<file path="src/design/lprt_sqrt_cell.sv">
// ----------------------------------------------------------------------------
// lprt_sqrt_cell: one root bit of a digit-by-digit integer square root
// Brings down the next bit pair of the radicand and trial-subtracts.
// ----------------------------------------------------------------------------
module lprt_sqrt_cell #(
    parameter int W    = 24,
    parameter int STEP = 0
) (
    input  logic             clk,
    input  logic [2*W-1:0]   rad_in,
    input  logic [W-1:0]     root_in,
    input  logic [W+2:0]     rem_in,
    output logic [2*W-1:0]   rad_out,
    output logic [W-1:0]     root_out,
    output logic [W+2:0]     rem_out
);
    localparam int HI = 2*W - 1 - 2*STEP;

    logic [2*W-1:0] rad_reg;
    logic [W-1:0]   root_reg, root_next;
    logic [W+2:0]   rem_reg, rem_next;
    logic [W+2:0]   rem_sh;
    logic [W+2:0]   trial;

    always_comb
    begin
        rem_sh = {rem_in[W:0], rad_in[HI -: 2]};
        trial  = {1'b0, root_in, 2'b01};
        if (rem_sh >= trial)
        begin
            rem_next  = rem_sh - trial;
            root_next = {root_in[W-2:0], 1'b1};
        end
        else
        begin
            rem_next  = rem_sh;
            root_next = {root_in[W-2:0], 1'b0};
        end
    end

    always_ff @(posedge clk)
    begin
        rad_reg  <= rad_in;
        root_reg <= root_next;
        rem_reg  <= rem_next;
    end

    assign rad_out  = rad_reg;
    assign root_out = root_reg;
    assign rem_out  = rem_reg;

endmodule

</file>
<file path="config.mk">
export PLATFORM = sky130hd
export DESIGN_NAME = lprt_sqrt_cell
export DESIGN_NICKNAME = d
export VERILOG_FILES = /design/src/design/lprt_sqrt_cell.sv
export SDC_FILE = /design/constraint.sdc
export NUM_CORES = 1
export LEC_CHECK = 0
export BUFFER_PORTS_ARGS = -buffer_cell sky130_fd_sc_hd__buf_2
export CAP_MARGIN = 20
export CORE_ASPECT_RATIO = 1.1
export CORE_MARGIN = 2
export CORE_UTILIZATION = 28
export CTS_CLUSTER_SIZE = 40
export DETAILED_ROUTE_END_ITERATION = 8
export GPL_TIMING_DRIVEN = 0
export HOLD_SLACK_MARGIN = 0.08
export SLEW_MARGIN = 10
export SYNTH_ARGS = -nofsm -noshare
export SYNTH_HDL_FRONTEND = slang
export SYNTH_SLANG_ARGS = --single-unit
</file>
<file path="constraint.sdc">
create_clock -name clk -period 3.6 [get_ports clk]
set_clock_uncertainty 0.15 [all_clocks]
set_input_delay 0.72 -clock clk [delete_from_list [all_inputs] [get_ports clk]]
set_output_delay 0.72 -clock clk [all_outputs]
set_load 0.02 [all_outputs]
</file>
==> results.tsv <==
metric	value	unit
status	finished, final reports clean	
core-area	13200	um^2
clockRootBuffer	clkbuf_16	
grt_max_degree	20	
layout_common_cells	buf_2 (201), dfxtp_1 (99), a21oi_1 (30)	
cts_setup_buffers	0	
drc	0	
fin_tns_setup	0	ps
synth.avg_cell_area	10.5	um^2
track_usage	0.134	
cp_max_fo	5	
cts_tree	done	
regArea	1980	um^2
ys_top_cells_by_area	dfxtp_1 (52%), ha_1 (8.6%), a21oi_1 (4.0%)	
drtIter0Drc	117	
min_to	rad_out[43]$_DFF_P_	
grt.overflow.total	0	
synth_warnings	0	
cts_buffer_depth	2	
wirelength	9930	um
muxShareOfSynthArea	0.0237	
crit_required	3690	ps
viasPerCell	4.40	
grt_pass1_wl	14800	um
die_h	126	um
max_cap_viol_count	0	
hp-class	in2reg	
async_flop_share	0	
syn-cell-area	3800	um^2
synth.net_count	489	
ys_seq_area_frac	0.522	
numCtsBuffers	9	
numPortBuffers	196	
synth_top_area_share	0.522	
num_rows	44	
hp-start	rad_in[43]	
areaGrowthSynthToFinish	39.5	%
antenna_cells	0	
final_max_slew_viol_count	0	
relSlewSlack	0.705	
ant_nets	0	
cts_resized	0	
nFillCells	1328	
synth_fa_ha_area_frac	0.0857	
routedWlPerCell	13.5	um
crit_path_end_kind	flip-flop	
die_area	14500	um^2
pin_count	199	
leakage	2.67	nW
synth_compound_area_frac	0.165	
setup_violations	0	
synth_area_leader_cell	dfxtp_1	
p_per_area	559	nW/um^2
max_freq	307	MHz
htree_levels	3	
gp_congestion	0.767	
hold_viol	0	
synth_flop_cell	dfxtp_1	
syn_inst	363	
nets	696	
peakVddDrop	0.178	mV
rsz0062_at_grt	false	
grt_pass1_vias	3057	
startpoint_type	primary input	
cts.sinks	99	
synth-xor-area-share	0.0508	
worst_pin_slew	443	ps
drive_above_1_share	0.424	
hold_buffers	0	
layout_commonest_cell	buf_2	
worst_ep_arrival_time	3350	ps
vias	3238	
path_class	in2reg	
period_needed	3260	ps
timing.hold.ws	310	ps
firstDrtPassIters	4	
multiInputGateArea	1620	um^2
antenna_found_initial	0	
clkTransAtPathRegs	70	ps
die_w	115	um
fin_crit_sh	0.905	
synth_top_family_by_area	compound AO/OA/AOI/OAI gates	
min_path_cells	1	
synth_edf_count	0	
initial_core_util	0.287	
synth_cell_types	48	
yosys.area_share.simple	0.102	
synth_seq_cells	99	
dp_hpwl	7980	um
-- metrics by stage --
step	instances	power, mW	setup WS, ps	instance area [um^2]	utilization
2_1_floorplan	363	1.73	646	3800	-
3_3_place_gp	720	1.96	27.8	4980	0.377
3_5_place_dp	720	1.97	33.5	4980	0.377
4_1_cts	736	3.00	389	5290	0.401
5_1_grt	736	3.11	222	5290	0.401
6_report	736	2.96	340	5290	0.401
-- worst max-delay path by stage --
| stage | end | depth (start not counted) | startpoint | slack [ps] |
|---|---|---|---|---|
| final | rem_out[26]$_DFF_P_ | 11 | root_in[0] | 340 |
| after global routing | rem_out[26]$_DFF_P_ | 11 | root_in[0] | 220 |
| after CTS | rem_out[26]$_DFF_P_ | 11 | root_in[0] | 390 |
| after detailed placement | rem_out[26]$_DFF_P_ | 11 | root_in[0] | 30 |
| after global placement | rem_out[26]$_DFF_P_ | 11 | root_in[0] | 30 |
| after floorplan | rem_out[26]$_DFF_P_ | 10 | root_in[0] | 650 |
-- sequential cells by signal, indices dropped and copies added (netlist names) --
register / flops
rad_out: 48
rem_out: 27
root_out: 24
-- power breakdown --
group / switching (mW) / total (mW) / internal, mW
Clock: 0.457 / 1.02 / 0.560
Sequential: 0.0239 / 1.23 / 1.21
Combinational: 0.423 / 0.710 / 0.287
-- Yosys cell counts (4+ instances only) --
cell type,n
a211oi_1,4
nor2_1,28
mux2_2,4
nand3_1,9
a21o_1,12
xor2_1,6
a21oi_2,9
nand2_1,18
nand4_1,5
o21ai_0,11
ha_1,26
o21a_1,7
xnor2_1,16
dfxtp_1,99
buf_2,5
a21oi_1,30
nor3_1,4
inv_1,27
-- critical path, cell delays in order --
cell and delay [ps]:
buf_2 80, inv_1 40, ha_1 350, nor2b_1 180, o31a_1 270, o31ai_1 280, nand2_1 200, a21oi_2 330
nand2_1 170, a211oi_1 360, mux2_2 370
-- logic make-up after synthesis --
group,after synthesis
flops,99
buf+inv,38
simple gates,79
mux,7
compound gates,92
xor+xnor,22
fa+ha+maj,26
-- area by class of cell --
| class | instances | area share |
|---|---|---|
| repair buffers | 196 | 0.185 |
| clock buffers | 9 | 0.0425 |
| multi-input cells | 226 | 0.306 |
| flip-flops and latches | 99 | 0.374 |
| inverters | 28 | 0.0213 |
| well taps | 161 | 0.0381 |
| plain buffers | 10 | 0.0156 |
| clock inverters | 7 | 0.0170 |
-- routing by layer --
metal / routed length (um) / global-route usage / part of all wire / up-vias
li1: - / - / - / 1677
met1: 4250 / 0.155 / 0.43 / 1424
met2: 4810 / 0.232 / 0.48 / 124
met3: 651 / 0.0279 / 0.066 / 13
met4: 214 / 0.0666 / 0.022 / 0
met5: 0 / 0 / 0 / -
No activity file was read; power rests on OpenSTA's default activity.
