## src/design/lprt_div_cell.sv

```systemverilog
// ----------------------------------------------------------------------------
// lprt_div_cell: one quotient bit of a restoring divider
// Compares the partial remainder with the shifted divisor and subtracts.
// ----------------------------------------------------------------------------
module lprt_div_cell #(
    parameter int RW  = 26,
    parameter int QW  = 8,
    parameter int DVW = 17,
    parameter int BIT = 0
) (
    input  logic           clk,
    input  logic [RW-1:0]  rem_in,
    input  logic [QW-1:0]  quo_in,
    input  logic [DVW-1:0] divisor,
    output logic [RW-1:0]  rem_out,
    output logic [QW-1:0]  quo_out
);
    logic [RW-1:0] rem_reg, rem_next;
    logic [QW-1:0] quo_reg, quo_next;
    logic [RW-1:0] trial;

    assign trial = RW'(divisor) << BIT;

    always_comb
    begin
        if (rem_in >= trial)
        begin
            rem_next = rem_in - trial;
            quo_next = {quo_in[QW-2:0], 1'b1};
        end
        else
        begin
            rem_next = rem_in;
            quo_next = {quo_in[QW-2:0], 1'b0};
        end
    end

    always_ff @(posedge clk)
    begin
        rem_reg <= rem_next;
        quo_reg <= quo_next;
    end

    assign rem_out = rem_reg;
    assign quo_out = quo_reg;

endmodule

```

## config.mk

```make
export PLATFORM = sky130hd
export DESIGN_NAME = lprt_div_cell
export DESIGN_NICKNAME = d
export VERILOG_FILES = /design/src/design/lprt_div_cell.sv
export SDC_FILE = /design/constraint.sdc
export NUM_CORES = 1
export LEC_CHECK = 0
export ABC_AREA = 0
export BUFFER_PORTS_ARGS = -buffer_cell sky130_fd_sc_hd__buf_2
export CAP_MARGIN = 20
export CORE_UTILIZATION = 53
export DETAILED_ROUTE_END_ITERATION = 8
export GPL_TIMING_DRIVEN = 0
export PLACE_DENSITY = 0.93
export SKIP_LAST_GASP = 1
export SYNTH_ARGS = -nofsm -noshare
export SYNTH_HDL_FRONTEND = slang
export SYNTH_SLANG_ARGS = --single-unit
```

## constraint.sdc

```tcl
create_clock -name clk -period 7.4 [get_ports clk]
set_input_delay 0.74 -clock clk [delete_from_list [all_inputs] [get_ports clk]]
set_output_delay 0.74 -clock clk [all_outputs]
set_load 0.01 [all_outputs]
```

==> results.md <==
- Run status: finished clean
- Setup crit end kind: flip-flop
- Worst Path Max Fanout: 4
- Largest family of logic cells by synthesized area: compound AO/OA/AOI/OAI gates
- Hold crit path type: in2reg
- Final setup fails: 0
- Initial antenna violation count: 0
- Die height: between 60 and 70 µm
- ANT cells: 0
- Multiplexer share of the synthesized area: 1.67%
- Net Count, Synth: 338
- Leak: roughly 0.0014 µW
- Sw Ratio: slightly below 30%
- Slew Limit Fails: 0
- CTS H-tree lvls: 2
- Setup TNS: 0 ns
- Layout Nets: approximately 430
- Synth async-reset ratio: 0%
- Crit path DAT: 3.15 ns
- Pin count of the biggest net entering global routing: 13
- First-pass GRT wire length: 9.04 mm
- Switching power: around 180 µW
- Seq/Total Area, Yosys: between 30% and 40%
- Top FF cell, synth: dfxtp_1
- Period minus WS final: 2.96 ns
- Via count: roughly 2200
- GPL Wtd Cong: just over 0.9
- Internal power: between 400 and 500 µW
- Tcrit/Tclk final: between 30% and 40%
- Synth unique cells: roughly 50
- VDD IR-drop max: about 0.12 mV
- Max frequency: approximately 340 MHz
- CTS resizes: 0
- Hold Violations, Final: 0
- Post-route ant nets: 0
- Commonest cells after routing, fill and taps aside: 87 x buf_2, 34 x dfxtp_1, 31 x nand2_1
- Area after DPL: between 2000 and 3000 µm²
- CTS Buf Count: 5
- Routed wire per std cell: roughly 14 µm
- Area delta synth->final: 27.6%
- DRC viols: 0
- Total gr overflow: 0
- Commonest non-fill, non-tap cell in the layout: buf_2
- Comb pwr share: 28.6%
- Mapped Area: 2250 µm²
- Synth Instances: about 270
- Startpoint Class: input port
- Initial Util: roughly 56%
- Adder-Cell Fraction of Synth Area: approximately a tenth
- GRT Total Usage: about 27%
- Core ar.: 4030 µm²
- Yosys top cell by area: dfxtp_1
- Reg clk slew, reported paths: around 0.080 ns
- Clock network power share: a little over a third
- Synth Warn #: 0
- CP Data Required Time: between 7 and 8 ns
- 1st-pass router iterations: 4
- Share of cells above drive strength 1: 32.5%
- Area share of the largest cell type after synthesis: a little under a third
- CTS tree: done
- CTS max path bufs: 2
- Sequential power share: a little over a third
- Post-DP HPWL: 4.52 mm
- Die width: 67.2 µm
- Pin slew with the least headroom to its limit: 0.510 ns
- Max cap viols: 0
- Synth Area in Compound Gates: a little under a quarter
- Yosys reg bits: 34
- Post-Synth XOR/XNOR Area: under 10%
- Mapped Avg Cell Area: 8.39 µm²
- Largest cells by area after synthesis: dfxtp_1 30%, ha_1 9.5%, o21ai_0 5.6%
- Final wirelength: 5.77 mm
- Design area: 2870 µm²
- Ports: 86
- Vias in the first global route: just under 2000
- Max-slew headroom: approximately 66%
- Total Die Area: 4510 µm²
- Unrepaired setup endpoints after global routing: false
- Root buf cell: clkbuf_8
- Vias per inst: ~5.4
- Clock Sink Count: 34
- Post-synth EDFFs: 0
- Pwr dens: around 210 nW/µm²
- Filler cells: between 300 and 400
- Port Buf Inserts: 84
- Post-CTS Hold Buffers: 0
- Setup CP Type: in2reg
- Starting DRT DRC Count: 82
- Setup Buffers After CTS: 0
- Num rows: 23
- Simple logic cell fraction of the synthesized area: roughly a fifth
[flip-flops by register name, indices dropped and copies added, names as in the netlist]
| register | flops |
|---|---|
| quo_out | 8 |
| rem_out | 26 |
[cells by family (layout without fill, tap and decap cells)]
family / after synthesis / after routing
xor gates and xnor gates: 20 / 20
adders and majority gates: 18 / 18
muxes: 3 / 3
buffers and inverters: 31 / 123
AOI/OAI and AO/OA: 78 / 78
DFF: 34 / 34
and+or+nand+nor: 84 / 84
[layout make-up]
class	instances	area, µm²	area share (%)
Buffer	9	63.8	2.22
Sequential cell	34	681	23.7
Inverter	22	82.6	2.88
Multi-Input combinational cell	203	1420	49.6
Clock inverter	3	68.8	2.40
Clock buffer	5	68.8	2.40
Timing Repair Buffer	84	420	14.6
Tap cell	50	62.6	2.18
[metal layers]
metal  global-route usage, %  share of wire, %  up-vias
li1                        -                 -     1128
met1                    33.9                43     1013
met2                    48.0                50       86
met3                    3.21               6.3        4
met4                    7.18              0.87        0
met5                       0                 0        -
[metrics by stage]
stage / util (%) / power, µW / hold WS, ns / cells / worst slack [ns]
final: 71.2 / 598 / 0.546 / 410 / 4.44
after global routing: 71.2 / 629 / 0.540 / 410 / 4.29
after CTS: 71.2 / 598 / 0.546 / 410 / 4.41
after detailed placement: 67.8 / 389 / 0.844 / 402 / 4.12
after global placement: 67.8 / 384 / 0.842 / 402 / 4.15
after floorplan: - / 327 / 0.768 / 268 / 4.54
[power by group through the flow]
stage | Sequential [µW] | Combinational [µW] | Clock, µW
6_report | 215 | 171 | 212
5_1_grt | 218 | 190 | 220
4_1_cts | 215 | 171 | 212
3_5_place_dp | 219 | 169 | 0
3_3_place_gp | 218 | 166 | 0
2_1_floorplan | 234 | 92.9 | 0
[cells in the mapped netlist (all sizes together), types with 2 or more instances]
cell,number
ha,17
o21a,4
and3,6
buf,8
nand3,4
nand2b,2
nor4,8
mux2,3
nand2,32
o31ai,5
nor2,17
o21bai,2
dfxtp,34
xnor2,10
a21o,9
inv,22
o21ai,25
a31o,2
a2111oi,2
a21oi,15
a211oi,2
nand4,2
xor2,10
a21boi,2
a31oi,5
nor3,6
[critical path, stage by stage]
cell      delay (ns)
buf_2           0.11
inv_1           0.05
ha_1            0.16
inv_1           0.06
fa_1            0.40
a21o_1          0.19
a22o_1          0.23
o31ai_1         0.33
a31oi_1         0.20
a211oi_1        0.31
mux2_2          0.37
[path summary, 6_finish.rpt]
kind	startpoint	slack, ns	endpoint	cells past startpoint
setup / recovery	rem_in[0]	4.44	rem_out[24]$_DFF_P_	11
hold / removal	quo_in[1]	0.55	quo_out[2]$_DFF_P_	1
(Power assumes the default switching activity.)
